**src/rtl/core/sfd_pkg.sv**
```systemverilog
// ----------------------------------------------------------------------------
// sfd_pkg
// shared types, command codes and the angle scaler of the servo frame decoder
// ----------------------------------------------------------------------------
package sfd_pkg;

	localparam int BYTE_W   = 8;
	localparam int FRAME_W  = 56;   // frame bytes 1..7
	localparam int GEAR_W   = 17;
	localparam int EBITS_W  = 5;
	localparam int ANG_W    = 19;
	localparam int CUR_W    = 20;
	localparam int HALF_W   = 16;
	localparam int FLAG_W   = 4;
	localparam int DELTA_W  = 21;
	localparam int PROD_W   = 73;   // count magnitude times gear plus rounding
	localparam int PCNT_W   = 7;
	localparam int REM_W    = 15;
	localparam int MOD_W    = 17;
	localparam int CFG_ADDR_W = 1;

	localparam int FULL_TURN_Q8 = 92160;
	localparam int HALF_TURN_Q8 = 46080;
	localparam int DIVISOR      = 25600;
	localparam int ROUND_HALF   = 12800;

	localparam logic [EBITS_W-1:0] EBITS_RESET = 5'd16;
	localparam logic [GEAR_W-1:0]  GEAR_RESET  = 17'd65536;

	localparam logic [CFG_ADDR_W-1:0] REG_ENCODER_BITS = 1'b0;
	localparam logic [CFG_ADDR_W-1:0] REG_GEAR_RECIP   = 1'b1;

	localparam logic [BYTE_W-1:0] CMD_STOP       = 8'h80;
	localparam logic [BYTE_W-1:0] CMD_START      = 8'h88;
	localparam logic [BYTE_W-1:0] CMD_MOTION_LO  = 8'hA0;
	localparam logic [BYTE_W-1:0] CMD_MOTION_HI  = 8'hA8;
	localparam logic [BYTE_W-1:0] CMD_STATE      = 8'h9C;
	localparam logic [BYTE_W-1:0] CMD_ENCODER    = 8'h90;
	localparam logic [BYTE_W-1:0] CMD_MULTITURN  = 8'h92;
	localparam logic [BYTE_W-1:0] CMD_ERROR_A    = 8'h9A;
	localparam logic [BYTE_W-1:0] CMD_ERROR_B    = 8'h9B;
	localparam logic [BYTE_W-1:0] CMD_PID        = 8'h30;
	localparam logic [BYTE_W-1:0] TOP_NEG_MARK   = 8'hFF;

	typedef enum logic [2:0] {
		KIND_UNKNOWN,
		KIND_STOP,
		KIND_START,
		KIND_MOTION,
		KIND_ENCODER,
		KIND_MULTITURN,
		KIND_ERROR,
		KIND_PID
	} kind_t;

	typedef enum logic [2:0] {
		ST_IDLE,
		ST_DECODE,
		ST_ENC,
		ST_STEP,
		ST_MTURN,
		ST_DONE
	} sfd_state_t;

	typedef enum logic [1:0] {
		MT_IDLE,
		MT_MUL,
		MT_DIV,
		MT_FIX
	} mt_state_t;

	typedef struct packed {
		logic start;
		logic neg;
	} mt_ctl_t;

	// raw * 92160 / 2^bits, half rounded up; bits clamped to 14..16
	function automatic logic [ANG_W-1:0] sfd_scale(input logic [16:0] raw,
		input logic [EBITS_W-1:0] ebits);
		logic signed [22:0] p;
		logic signed [22:0] r;
		p = signed'({{6{raw[16]}}, raw}) * 23'sd45;
		if (ebits <= 5'd14) begin
			r = (p + 23'sd4) >>> 3;
		end else if (ebits == 5'd15) begin
			r = (p + 23'sd8) >>> 4;
		end else begin
			r = (p + 23'sd16) >>> 5;
		end
		return r[ANG_W-1:0];
	endfunction

endpackage

```
**src/rtl/core/sfd_mturn.sv**
```systemverilog
// ----------------------------------------------------------------------------
// sfd_mturn
// bit-serial multi-turn scaler: count * gear / 25600, saturated, and mod 360 deg
// ----------------------------------------------------------------------------
module sfd_mturn #(
	parameter int TOTAL_WIDTH = 48
) (
	input  logic                          clk,
	input  logic                          arst_n,
	input  sfd_pkg::mt_ctl_t              ctl,
	input  logic [sfd_pkg::FRAME_W-1:0]   count,
	input  logic [sfd_pkg::GEAR_W-1:0]    gear,
	output logic                          done,
	output logic [TOTAL_WIDTH-1:0]        total,
	output logic [sfd_pkg::MOD_W-1:0]     angle
);
	import sfd_pkg::*;

	mt_state_t            state_q, state_nxt;
	logic [PCNT_W-1:0]    cnt_q;
	logic                 done_q;
	logic                 neg_q;
	logic [PROD_W-1:0]    mcand_q;
	logic [GEAR_W-1:0]    mplier_q;
	logic [PROD_W-1:0]    prod_q;
	logic [PROD_W-1:0]    quot_q;
	logic [REM_W-1:0]     rem_q;
	logic [MOD_W-1:0]     mod_q;
	logic [TOTAL_WIDTH-1:0] total_q;
	logic [MOD_W-1:0]     angle_q;

	logic [FRAME_W-1:0]   mag;
	logic [REM_W:0]       rem_try;
	logic                 q_bit;
	logic [REM_W-1:0]     rem_nxt;
	logic [MOD_W:0]       mod_try;
	logic [MOD_W-1:0]     mod_nxt;
	logic                 hi;
	logic [TOTAL_WIDTH-1:0] low;
	logic [TOTAL_WIDTH-1:0] total_nxt;
	logic [MOD_W-1:0]     angle_nxt;

	// negative counts come as two's complement over 56 bits
	assign mag = ctl.neg ? (~count + FRAME_W'(1)) : count;

	// one quotient bit per cycle, remainder stays below the divisor
	assign rem_try = {rem_q, prod_q[PROD_W-1]};
	assign q_bit   = rem_try >= (REM_W+1)'(DIVISOR);
	assign rem_nxt = q_bit ? REM_W'(rem_try - (REM_W+1)'(DIVISOR)) : REM_W'(rem_try);

	// quotient mod full turn, built from the same bit stream
	assign mod_try = {mod_q, q_bit};
	assign mod_nxt = (mod_try >= (MOD_W+1)'(FULL_TURN_Q8)) ?
		MOD_W'(mod_try - (MOD_W+1)'(FULL_TURN_Q8)) : MOD_W'(mod_try);

	assign hi  = |quot_q[PROD_W-1:TOTAL_WIDTH-1];
	assign low = quot_q[TOTAL_WIDTH-1:0];

	always_comb begin
		if (neg_q) begin
			total_nxt = hi ? {1'b1, {(TOTAL_WIDTH-1){1'b0}}} : (~low + TOTAL_WIDTH'(1));
			angle_nxt = (mod_q == '0) ? '0 : MOD_W'(MOD_W'(FULL_TURN_Q8) - mod_q);
		end else begin
			total_nxt = hi ? {1'b0, {(TOTAL_WIDTH-1){1'b1}}} : low;
			angle_nxt = mod_q;
		end
	end

	always_comb begin
		state_nxt = state_q;
		unique case (state_q)
			MT_IDLE: if (ctl.start) state_nxt = MT_MUL;
			MT_MUL:  if (cnt_q == '0) state_nxt = MT_DIV;
			MT_DIV:  if (cnt_q == '0) state_nxt = MT_FIX;
			MT_FIX:  state_nxt = MT_IDLE;
			default: state_nxt = MT_IDLE;
		endcase
	end

	always_ff @(posedge clk or negedge arst_n) begin
		if (!arst_n) begin
			state_q <= MT_IDLE;
			cnt_q   <= '0;
			done_q  <= 1'b0;
		end else begin
			state_q <= state_nxt;
			done_q  <= (state_q == MT_FIX);
			if (state_q == MT_IDLE && ctl.start) begin
				cnt_q <= PCNT_W'(GEAR_W-1);
			end else if (state_q == MT_MUL && cnt_q == '0) begin
				cnt_q <= PCNT_W'(PROD_W-1);
			end else if (cnt_q != '0) begin
				cnt_q <= cnt_q - PCNT_W'(1);
			end
		end
	end

	always_ff @(posedge clk) begin
		case (state_q)
			MT_IDLE: begin
				if (ctl.start) begin
					neg_q    <= ctl.neg;
					mcand_q  <= PROD_W'(mag);
					mplier_q <= gear;
					prod_q   <= PROD_W'(ROUND_HALF);
					rem_q    <= '0;
					mod_q    <= '0;
				end
			end
			MT_MUL: begin
				if (mplier_q[0]) prod_q <= prod_q + mcand_q;
				mcand_q  <= {mcand_q[PROD_W-2:0], 1'b0};
				mplier_q <= {1'b0, mplier_q[GEAR_W-1:1]};
			end
			MT_DIV: begin
				prod_q <= {prod_q[PROD_W-2:0], 1'b0};
				quot_q <= {quot_q[PROD_W-2:0], q_bit};
				rem_q  <= rem_nxt;
				mod_q  <= mod_nxt;
			end
			MT_FIX: begin
				total_q <= total_nxt;
				angle_q <= angle_nxt;
			end
			default: ;
		endcase
	end

	assign done  = done_q;
	assign total = total_q;
	assign angle = angle_q;

endmodule

```
**src/rtl/core/servo_feedback_frame_decoder_core.sv**
```systemverilog
// ----------------------------------------------------------------------------
// servo_feedback_frame_decoder_core
// decodes one 8-byte motor reply frame per word and streams all held values
// ----------------------------------------------------------------------------
// latency from input accept to result valid runs through the states idle, decode and
//   done; motion frames add the step state (state frames do not), encoder frames
//   the three lanes and multi-turn frames the wait on the bit-serial unit (17
//   multiply steps plus 73 divide steps); a new frame is taken only back in idle
// the encoder frame runs its three angles through one shared scaler, one a cycle
// reset: asynchronous, clears every held value, encoder_bits to 16, gear to 1.0
module servo_feedback_frame_decoder_core #(
	parameter int TOTAL_WIDTH = 48,
	localparam int FIELD_W = 148 + TOTAL_WIDTH,
	localparam int OUT_W = ((FIELD_W + 7) / 8) * 8
) (
	input  logic                             clk,
	input  logic                             arst_n,
	// frame in
	input  logic                             s_tvalid,
	output logic                             s_tready,
	input  logic [sfd_pkg::FRAME_W-1:0]      s_tdata,   // byte_1 .. byte_7
	input  logic [sfd_pkg::BYTE_W-1:0]       s_tuser,   // req_type
	// decoded result out
	output logic                             m_tvalid,
	input  logic                             m_tready,
	// temperature, current_ma, speed_dps, angle_q8, total_angle_q8,
	// encoder_q8, encoder_raw_q8, encoder_offset_q8, voltage_dv, error_bits,
	// sticky_flags, zero pad
	output logic [OUT_W-1:0]                 m_tdata,
	output logic [2:0]                       m_tuser,   // frame_kind
	// register writes
	input  logic                             cfg_valid,
	output logic                             cfg_ready,
	input  logic [sfd_pkg::CFG_ADDR_W-1:0]   cfg_addr,
	input  logic [sfd_pkg::GEAR_W-1:0]       cfg_data
);
	import sfd_pkg::*;

	sfd_state_t              state_q, state_nxt;
	logic [BYTE_W-1:0]       cmd_q;
	logic [FRAME_W-1:0]      frame_q;
	logic [1:0]              lane_q;
	kind_t                   kind_q;
	logic signed [DELTA_W-1:0] delta_q;

	// config registers
	logic [EBITS_W-1:0]      ebits_q;
	logic [GEAR_W-1:0]       gear_q;

	// held values
	logic [BYTE_W-1:0]       temp_q;
	logic [CUR_W-1:0]        current_q;
	logic [HALF_W-1:0]       speed_q;
	logic [ANG_W-1:0]        angle_q;
	logic [TOTAL_WIDTH-1:0]  total_q;
	logic [ANG_W-1:0]        enc_q [3];
	logic [HALF_W-1:0]       volt_q;
	logic [BYTE_W-1:0]       err_q;
	logic [FLAG_W-1:0]       flag_q;

	// output register
	logic                    out_valid_q;
	logic [OUT_W-1:0]        out_data_q;
	kind_t                   out_kind_q;

	kind_t                   kind_dec;
	logic                    step_sel;
	logic                    push;
	logic [16:0]             scale_raw;
	logic [ANG_W-1:0]        scaled;
	logic signed [DELTA_W-1:0] delta_raw;
	logic signed [DELTA_W-1:0] delta_wrap;
	logic signed [TOTAL_WIDTH:0] sum;
	logic [TOTAL_WIDTH-1:0]  total_sat;

	mt_ctl_t                 mt_ctl;
	logic                    mt_done;
	logic [TOTAL_WIDTH-1:0]  mt_total;
	logic [MOD_W-1:0]        mt_angle;

	assign cfg_ready = 1'b1;

	// command byte to frame kind
	always_comb begin
		unique case (cmd_q) inside
			CMD_STOP:                       kind_dec = KIND_STOP;
			CMD_START:                      kind_dec = KIND_START;
			[CMD_MOTION_LO:CMD_MOTION_HI],
			CMD_STATE:                      kind_dec = KIND_MOTION;
			CMD_ENCODER:                    kind_dec = KIND_ENCODER;
			CMD_MULTITURN:                  kind_dec = KIND_MULTITURN;
			CMD_ERROR_A, CMD_ERROR_B:       kind_dec = KIND_ERROR;
			CMD_PID:                        kind_dec = KIND_PID;
			default:                        kind_dec = KIND_UNKNOWN;
		endcase
	end

	// shared scaler: motion angle is signed bytes 6/7, encoder lanes are
	// unsigned and always sit at bytes 2/3 of the shifting frame
	assign scale_raw = (state_q == ST_ENC) ? {1'b0, frame_q[23:8]} :
		{frame_q[55], frame_q[55:40]};
	assign scaled = sfd_scale(scale_raw, ebits_q);

	// angle step, wrapped into one half turn either way
	assign delta_raw = signed'({{(DELTA_W-ANG_W){scaled[ANG_W-1]}}, scaled}) -
		signed'({{(DELTA_W-ANG_W){angle_q[ANG_W-1]}}, angle_q});
	always_comb begin
		if (delta_raw > DELTA_W'(HALF_TURN_Q8)) begin
			delta_wrap = delta_raw - DELTA_W'(FULL_TURN_Q8);
		end else if (delta_raw < -signed'(DELTA_W'(HALF_TURN_Q8))) begin
			delta_wrap = delta_raw + DELTA_W'(FULL_TURN_Q8);
		end else begin
			delta_wrap = delta_raw;
		end
	end

	// saturating multi-turn accumulate
	assign sum = signed'({total_q[TOTAL_WIDTH-1], total_q}) + (TOTAL_WIDTH+1)'(delta_q);
	always_comb begin
		if (sum[TOTAL_WIDTH] != sum[TOTAL_WIDTH-1]) begin
			total_sat = sum[TOTAL_WIDTH] ? {1'b1, {(TOTAL_WIDTH-1){1'b0}}} :
				{1'b0, {(TOTAL_WIDTH-1){1'b1}}};
		end else begin
			total_sat = sum[TOTAL_WIDTH-1:0];
		end
	end

	// next state
	always_comb begin
		state_nxt = state_q;
		unique case (state_q)
			ST_IDLE: if (s_tvalid) state_nxt = ST_DECODE;
			ST_DECODE: begin
				case (kind_dec)
					KIND_MOTION:    state_nxt = step_sel ? ST_STEP : ST_DONE;
					KIND_ENCODER:   state_nxt = ST_ENC;
					KIND_MULTITURN: state_nxt = ST_MTURN;
					default:        state_nxt = ST_DONE;
				endcase
			end
			ST_ENC:   if (lane_q == 2'd2) state_nxt = ST_DONE;
			ST_STEP:  state_nxt = ST_DONE;
			ST_MTURN: if (mt_done) state_nxt = ST_DONE;
			ST_DONE:  if (!out_valid_q || m_tready) state_nxt = ST_IDLE;
			default:  state_nxt = ST_IDLE;
		endcase
	end

	// control outputs
	always_comb begin
		s_tready     = (state_q == ST_IDLE);
		step_sel     = (cmd_q != CMD_STATE);
		mt_ctl.start = (state_q == ST_DECODE) && (kind_dec == KIND_MULTITURN);
		mt_ctl.neg   = (frame_q[55:48] == TOP_NEG_MARK);
		push         = (state_q == ST_DONE) && (!out_valid_q || m_tready);
	end

	sfd_mturn #(
		.TOTAL_WIDTH(TOTAL_WIDTH)
	) u_mturn (
		.clk    (clk),
		.arst_n (arst_n),
		.ctl    (mt_ctl),
		.count  (frame_q),
		.gear   (gear_q),
		.done   (mt_done),
		.total  (mt_total),
		.angle  (mt_angle)
	);

	// control, config and held values
	always_ff @(posedge clk or negedge arst_n) begin
		if (!arst_n) begin
			state_q     <= ST_IDLE;
			lane_q      <= '0;
			out_valid_q <= 1'b0;
			ebits_q     <= EBITS_RESET;
			gear_q      <= GEAR_RESET;
			temp_q      <= '0;
			current_q   <= '0;
			speed_q     <= '0;
			angle_q     <= '0;
			total_q     <= '0;
			enc_q[0]    <= '0;
			enc_q[1]    <= '0;
			enc_q[2]    <= '0;
			volt_q      <= '0;
			err_q       <= '0;
			flag_q      <= '0;
		end else begin
			state_q <= state_nxt;

			if (cfg_valid) begin
				case (cfg_addr)
					REG_ENCODER_BITS: ebits_q <= cfg_data[EBITS_W-1:0];
					REG_GEAR_RECIP:   gear_q  <= cfg_data;
					default: ;
				endcase
			end

			if (push) begin
				out_valid_q <= 1'b1;
			end else if (m_tready) begin
				out_valid_q <= 1'b0;
			end

			case (state_q)
				ST_DECODE: begin
					lane_q <= '0;
					case (kind_dec)
						KIND_STOP:      flag_q[0] <= 1'b1;
						KIND_START:     flag_q[1] <= 1'b1;
						KIND_MULTITURN: flag_q[3] <= 1'b1;
						KIND_MOTION: begin
							temp_q    <= frame_q[7:0];
							current_q <= {frame_q[23:8], 4'b0000};
							speed_q   <= frame_q[39:24];
							angle_q   <= scaled;
						end
						KIND_ERROR: begin
							flag_q[2] <= 1'b1;
							temp_q    <= frame_q[7:0];
							volt_q    <= frame_q[31:16];
							err_q     <= frame_q[55:48];
						end
						default: ;
					endcase
				end
				ST_ENC: begin
					// the three angles shift in from the top, one per cycle
					enc_q[0] <= enc_q[1];
					enc_q[1] <= enc_q[2];
					enc_q[2] <= scaled;
					lane_q   <= lane_q + 2'd1;
				end
				ST_STEP: total_q <= total_sat;
				ST_MTURN: begin
					if (mt_done) begin
						total_q <= mt_total;
						angle_q <= ANG_W'(mt_angle);
					end
				end
				default: ;
			endcase
		end
	end

	// frame capture and payload
	always_ff @(posedge clk) begin
		if (s_tready && s_tvalid) begin
			cmd_q   <= s_tuser;
			frame_q <= s_tdata;
		end else if (state_q == ST_ENC) begin
			frame_q <= {16'h0000, frame_q[FRAME_W-1:16]};
		end
		if (state_q == ST_DECODE) begin
			kind_q  <= kind_dec;
			delta_q <= delta_wrap;
		end
		if (push) begin
			out_kind_q <= kind_q;
			out_data_q <= OUT_W'({flag_q, err_q, volt_q, enc_q[2], enc_q[1], enc_q[0],
				total_q, angle_q, speed_q, current_q, temp_q});
		end
	end

	assign m_tvalid = out_valid_q;
	assign m_tdata  = out_data_q;
	assign m_tuser  = out_kind_q;

`ifndef SYNTHESIS
	// sticky flags only ever gain bits
	a_flags_sticky: assert property (@(posedge clk) disable iff (!arst_n)
		1'b1 |=> (($past(flag_q) & ~flag_q) == '0))
		else $error("sticky flag cleared");

	// a new result only appears after the done state
	a_push_from_done: assert property (@(posedge clk) disable iff (!arst_n)
		$rose(m_tvalid) |-> $past(state_q == ST_DONE))
		else $error("result pushed outside done state");

	// the multi-turn unit reports only while it is awaited
	a_mt_done_waited: assert property (@(posedge clk) disable iff (!arst_n)
		mt_done |-> (state_q == ST_MTURN))
		else $error("multi-turn done while not waiting");

	// wrapped multi-turn angle stays inside one turn
	a_mt_angle_range: assert property (@(posedge clk) disable iff (!arst_n)
		mt_done |-> (mt_angle < MOD_W'(FULL_TURN_Q8)))
		else $error("multi-turn angle out of range");
`endif

endmodule
```
**config.mk**
```make
export PLATFORM = sky130hd
export DESIGN_NAME = servo_feedback_frame_decoder_core
export DESIGN_NICKNAME = d
export VERILOG_FILES = /design/src/rtl/core/sfd_pkg.sv /design/src/rtl/core/sfd_mturn.sv /design/src/rtl/core/servo_feedback_frame_decoder_core.sv
export SDC_FILE = /design/constraint.sdc
export NUM_CORES = 2
export LEC_CHECK = 0
export ABC_AREA = 1
export BUFFER_PORTS_ARGS = -buffer_cell sky130_fd_sc_hd__buf_2
export CORE_MARGIN = 2
export CORE_UTILIZATION = 50
export CTS_CLUSTER_DIAMETER = 60
export DETAILED_ROUTE_END_ITERATION = 10
export PLACE_DENSITY = 0.67
export SLEW_MARGIN = 0
export SYNTH_ARGS = -nofsm -noshare
export SYNTH_HDL_FRONTEND = slang
export SYNTH_SLANG_ARGS = --single-unit
```
**constraint.sdc**
```tcl
create_clock -name clk -period 13.9 [get_ports clk]
set_clock_uncertainty 0.1 [all_clocks]
set_input_delay 4.17 -clock clk [delete_from_list [all_inputs] [get_ports clk]]
set_output_delay 4.17 -clock clk [all_outputs]
set_load 0.02 [all_outputs]
```
# After elaboration in Yosys (flattened, before gate mapping)
# Index checks and enable logic that the tools add are counted.
# word_totals
regBits	847
in_bits	87
# classes
reduce_logical	42
order_cmp	7
add_sub_neg	15
n_bitwise	3
mux	51
mul	1
eq_ne	36
# op_table
operator	n
48-bit two-way mux	6
73-bit two-way mux	3
73-bit one-hot mux with 3 select lines	1
56-bit two-way mux	3
73-bit one-hot mux with 2 select lines	1
17-bit two-way mux	6
48-bit one-hot mux with 2 select lines	1
19-bit two-way mux	4
73-bit adder	1
17-bit one-hot mux with 2 select lines	2
8-bit == test (second input constant)	8
56-bit by 1-bit adder with 56-bit output (second input constant)	1
56-bit NOT	1
48-bit by 21-bit adder with 49-bit output	1
48-bit by 1-bit adder with 48-bit output (second input constant)	1
48-bit NOT	1
21-bit two-way mux	2
19-bit one-hot mux with 2 select lines	1
15-bit two-way mux	2
15-bit one-hot mux with 2 select lines	1
26-bit OR reduction	1
2-bit AND reduction	12
23-bit by 5-bit adder with 23-bit output (second input constant)	1
23-bit by 6-bit adder with 23-bit output (second input constant)	1
51 further kinds	93

# Depth between registers and ports, before layout
# logic_depth
ltp_word	10
mapped_depth	52
mapped_depth_nobuf	51

# Hierarchy
# From an unflattened synthesis, not the netlist that was laid out.
# hier_totals
cells_unflattened	6264
hier_area_um2	50903.8
# by_module_without_submodules
mod	area_per_inst_um2	cells_each	n_inst
servo_feedback_frame_decoder_core	27284.9	3027	1
sfd_mturn	23618.9	3237	1

# Worst setup path before layout
# No wires, ideal clock.
# synth_timing
path_type	input port to flip-flop
from	input port m_tready
to	register out_data_q[0] (netlist: m_tdata[0]) (enable)
required_time_ns	13.048
slack_ns	0.790
arrival_time_ns	12.258
setup_time_ns	0.752
cell_stages	2
cell_sequence	nor2_1 nor2_1
# synth_via
elab_chain_len	2
# synth_rtl
element	line_no	text
from (decl)	servo_feedback_frame_decoder_core.sv:25	input logic m_tready,
1-bit logical OR	servo_feedback_frame_decoder_core.sv:155	push = (state_q == ST_DONE) && (!out_valid_q || m_tready);
1-bit logical AND	servo_feedback_frame_decoder_core.sv:155	
named net push	servo_feedback_frame_decoder_core.sv:68	logic push;
to (signal assigned)	servo_feedback_frame_decoder_core.sv:262	out_data_q <= OUT_W'({flag_q, err_q, volt_q, enc_q[2], enc_q[1], enc_q[0],
to (decl)	servo_feedback_frame_decoder_core.sv:63	logic [OUT_W-1:0] out_data_q;
# The timed path passes the listed nets, and every way through them passes these cells.
# A chain may end at the register's enable or synchronous reset.

# Worst setup path in the final report
# layout_timing
from	register state_q[1]
to	register delta_q[17] (data pin)
# layout_via
elab_chain_len	10
word_cells_on_any_way	15
# layout_rtl
element	line_no	text
from (decl)	servo_feedback_frame_decoder_core.sv:39	sfd_state_t state_q, state_nxt;
from (signal assigned)	servo_feedback_frame_decoder_core.sv:191	state_q <= state_nxt;
3-bit by 2-bit == test with 1-bit output (*)	servo_feedback_frame_decoder_core.sv:100	assign scale_raw = (state_q == ST_ENC) ? {1'b0, frame_q[23:8]} :
17-bit two-way mux (*)	servo_feedback_frame_decoder_core.sv:100	
17-bit by 7-bit multiplier with 23-bit output (*)	sfd_pkg.sv:82	p = signed'({{6{raw[16]}}, raw}) * 23'sd45;
23-bit by 6-bit adder with 23-bit output / 23-bit by 5-bit adder with 23-bit output (equally long branches)	sfd_pkg.sv:88, sfd_pkg.sv:86	
19-bit two-way mux	sfd_pkg.sv:85	end else if (ebits == 5'd15) begin
19-bit two-way mux (*)	sfd_pkg.sv:83	if (ebits <= 5'd14) begin
named net scaled[7]	servo_feedback_frame_decoder_core.sv:70	logic [ANG_W-1:0] scaled;
19-bit by 19-bit subtractor with 20-bit output (*)	servo_feedback_frame_decoder_core.sv:105	assign delta_raw = signed'({{(DELTA_W-ANG_W){scaled[ANG_W-1]}}, scaled}) -
20-bit by 18-bit adder with 21-bit output / 20-bit by 17-bit < comparator with 1-bit output (equally long branches)	servo_feedback_frame_decoder_core.sv:111, servo_feedback_frame_decoder_core.sv:110	
21-bit two-way mux	servo_feedback_frame_decoder_core.sv:110	end else if (delta_raw < -signed'(DELTA_W'(HALF_TURN_Q8))) begin
21-bit two-way mux (*)	servo_feedback_frame_decoder_core.sv:108	if (delta_raw > DELTA_W'(HALF_TURN_Q8)) begin
named net delta_wrap[17]	servo_feedback_frame_decoder_core.sv:72	logic signed [DELTA_W-1:0] delta_wrap;
to (signal assigned)	servo_feedback_frame_decoder_core.sv:258	delta_q <= delta_wrap;
to (decl)	servo_feedback_frame_decoder_core.sv:44	logic signed [DELTA_W-1:0] delta_q;
# The timed path passes the listed nets; every way through them passes the cells marked *.

==> results_dict.tcl <==
set metrics [dict create \
    coreArea_mm2 0.0966 \
    postSynthCellCount 5662 \
    cpMostUsedCell "nand2_1" \
    synth_most_common_cell "nand2_1" \
    wl_met3_um 14500 \
    fill_cells 8809 \
    initial_core_util 0.504 \
    tightestPinTransition_ns 1.19 \
    cp_data_required_time_ns 14.24 \
    antenna_found_initial 7 \
    hpwlAfterDp_um 116000 \
    synth_top_cell_area_share 0.380 \
    slew_headroom 0.196 \
    vias 40700 \
    crit_type "reg2reg" \
    fin_crit_ns 9.42 \
    grt_max_degree 137 \
    worst_setup_path_start_kind "flip-flop" \
    port-buffer-count 283 \
    synth_edf_count 617 \
    seqCellArea_mm2 0.0243 \
    drt_iter0_markers 4575 \
    synthTopCellsByArea "edfxtp_1 (38%), dfrtp_1 (12%), nand2_1 (11%)" \
    n_antenna_cell 0 \
    cts-root-buf "clkbuf_16" \
    die_height_um 316 \
    finalMaxSlewViolations 0 \
    synth.distinct_cells 71 \
    dr_wl_met2_um 60500 \
    maxCapViolations 0 \
    hold_viol 0 \
    fmax_mhz 106 \
    ys_seq_elements 847 \
    io_pins 293 \
    clockBufferDepth 3 \
    finalCritPeriodShare 0.678 \
    wl_met1_um 70800 \
    final-setup-viol-count 0 \
    nets 6273 \
    status "finished clean" \
    arrival_ns 9.76 \
    synth_area_mm2 0.0487 \
    track_usage 0.297 \
    tritoncts "done" \
    multi_input_area_mm2 0.0213 \
    ys.flop_type "edfxtp_1" \
    yosysTopAreaCell "edfxtp_1" \
    cts.hold.buffers_added 0 \
    seq_area_frac_synth 0.499 \
    cts_htree_levels 3 \
    via_per_inst 5.58 \
    yosys_warnings 0 \
    design.die.area_mm2 0.0999 \
    grt_pass1_vias 37800 \
    end_kind "flip-flop" \
    highest_layer "met5" \
    slowest_stage "o21ai_0" \
    worstPathMaxFanout 36 \
    gr-total-overflow 0 \
    numCtsBuffers 96 \
    rsz0062_at_grt "no" \
    wl_um 149000 \
    path_clk_slew_ns 0.06 \
    drive_above_1_share 0.108 \
    drc_errors 0 \
    ys_async_sr_fraction 0.272 \
    cts-resized-gates 0 \
    avgRoutedWirePerCell_um 20.5 \
    grt_pass1_wl_um 227000 \
    dr.pass1.iters 7 \
    clk_latency_ns 0.69 \
    synthTopCellsByCount "nand2_1 (1372), inv_1 (661), edfxtp_1 (617)" \
    cp_slowest_stage_delay_ns 1.02 \
    setup_tns_ns 0 \
    num_rows 114 \
    die_x_um 316 \
    area_growth_pct 12.4 \
    clkSinkCount 847 \
    cts_setup_buffers 0 \
    min_path_type "reg2reg" \
    gp_congestion 1.00 \
    ant_nets 0 \
    synth.avg_cell_area_um2 8.60 \
]
==> worst paths after layout <==
path / from / endpoint / slack [ns] / cells after the start
min in group asynchronous: arst_n / u_mturn.cnt_q[2] / 3.38 / 1
max: state_q[1] / delta_q[17] / 4.48 / 38
max reg2reg: state_q[1] / delta_q[17] / 4.48 / 38
min reg2reg: enc_q[13] / m_tdata[162] / 0.33 / 0
min: enc_q[13] / m_tdata[162] / 0.33 / 0
max in group asynchronous: arst_n / enc_q[56] / 8.90 / 2
==> metrics by stage <==
stage | cell area, um^2 | util | cells | worst slack (ns) | hold WS [ns]
2_1_floorplan | 48700 | - | 5669 | 0.790 | 0.300
3_3_place_gp | 51500 | 0.533 | 7122 | 4.63 | 0.304
3_5_place_dp | 51500 | 0.533 | 7122 | 4.76 | 0.319
4_1_cts | 54800 | 0.567 | 7304 | 4.72 | 0.315
5_1_grt | 54800 | 0.567 | 7304 | 3.84 | 0.326
6_report | 54800 | 0.567 | 7304 | 4.48 | 0.327
==> worst max-delay path: cells and delay by family (launching register included) <==
kind            cells  cell delay, ns
compound gates      2            1.89
xor+xnor            1            0.38
fa+ha+maj           6            2.61
buf+inv             8            0.70
flops               1            0.43
simple gates       21            3.01
==> cells by family (layout without fill, tap and decap cells) <==
kind of cell | Yosys count | count (layout) | share of synthesized area
xor+xnor | 153 | 153 | 0.0286
buf+inv | 821 | 1180 | 0.0654
fa+ha+maj | 242 | 242 | 0.0669
compound gates | 1113 | 1113 | 0.124
flops | 847 | 847 | 0.499
simple gates | 2473 | 2473 | 0.213
mux | 11 | 11 | 0.00254
other cells | 2 | 9 | 0.000154
==> layout make-up <==
cell class	instances	share of cell area
timing repair buffer	321	0.0315
inverter	677	0.0464
clock inverter	60	0.0124
multi-input combinational	4001	0.390
clock buffer	122	0.0475
sequential	847	0.443
tap	1276	0.0291
==> per-layer routing <==
metal	global-route usage	vias up
met5	0	-
met4	0.0796	4
met3	0.0605	199
met2	0.416	1706
met1	0.464	19300
li1	-	19600
==> cell usage in the layout, fill, tap and decap left out, drive strengths merged, types with 19 or more instances in the layout <==
cell and count:
nor4 41, inv 684, nor2 633, xnor2 42, nand4 57, dfrtp 228, or2 19, xor2 111
fa 31, nand3 220, clkinv 33, o31ai 22, ha 211, buf 321, edfxtp 617, a31oi 47
nand2 1407, a21oi 367, clkbuf 122, a21o 26, nor3 77, o21ai 560
==> state kept, by name, summed over array words and instances (netlist names), 19 cells and up <==
register / cells
u_mturn.total: 48
angle_q: 19
m_tdata: 192
total_q: 48
u_mturn.prod_q: 73
enc_q: 57
u_mturn.mcand_q: 73
frame_q: 56
u_mturn.quot_q: 73
delta_q: 21
Power is left out: the tool's default activity adds up to more than one toggle a clock period on the data nets, which glitch-free logic cannot reach.
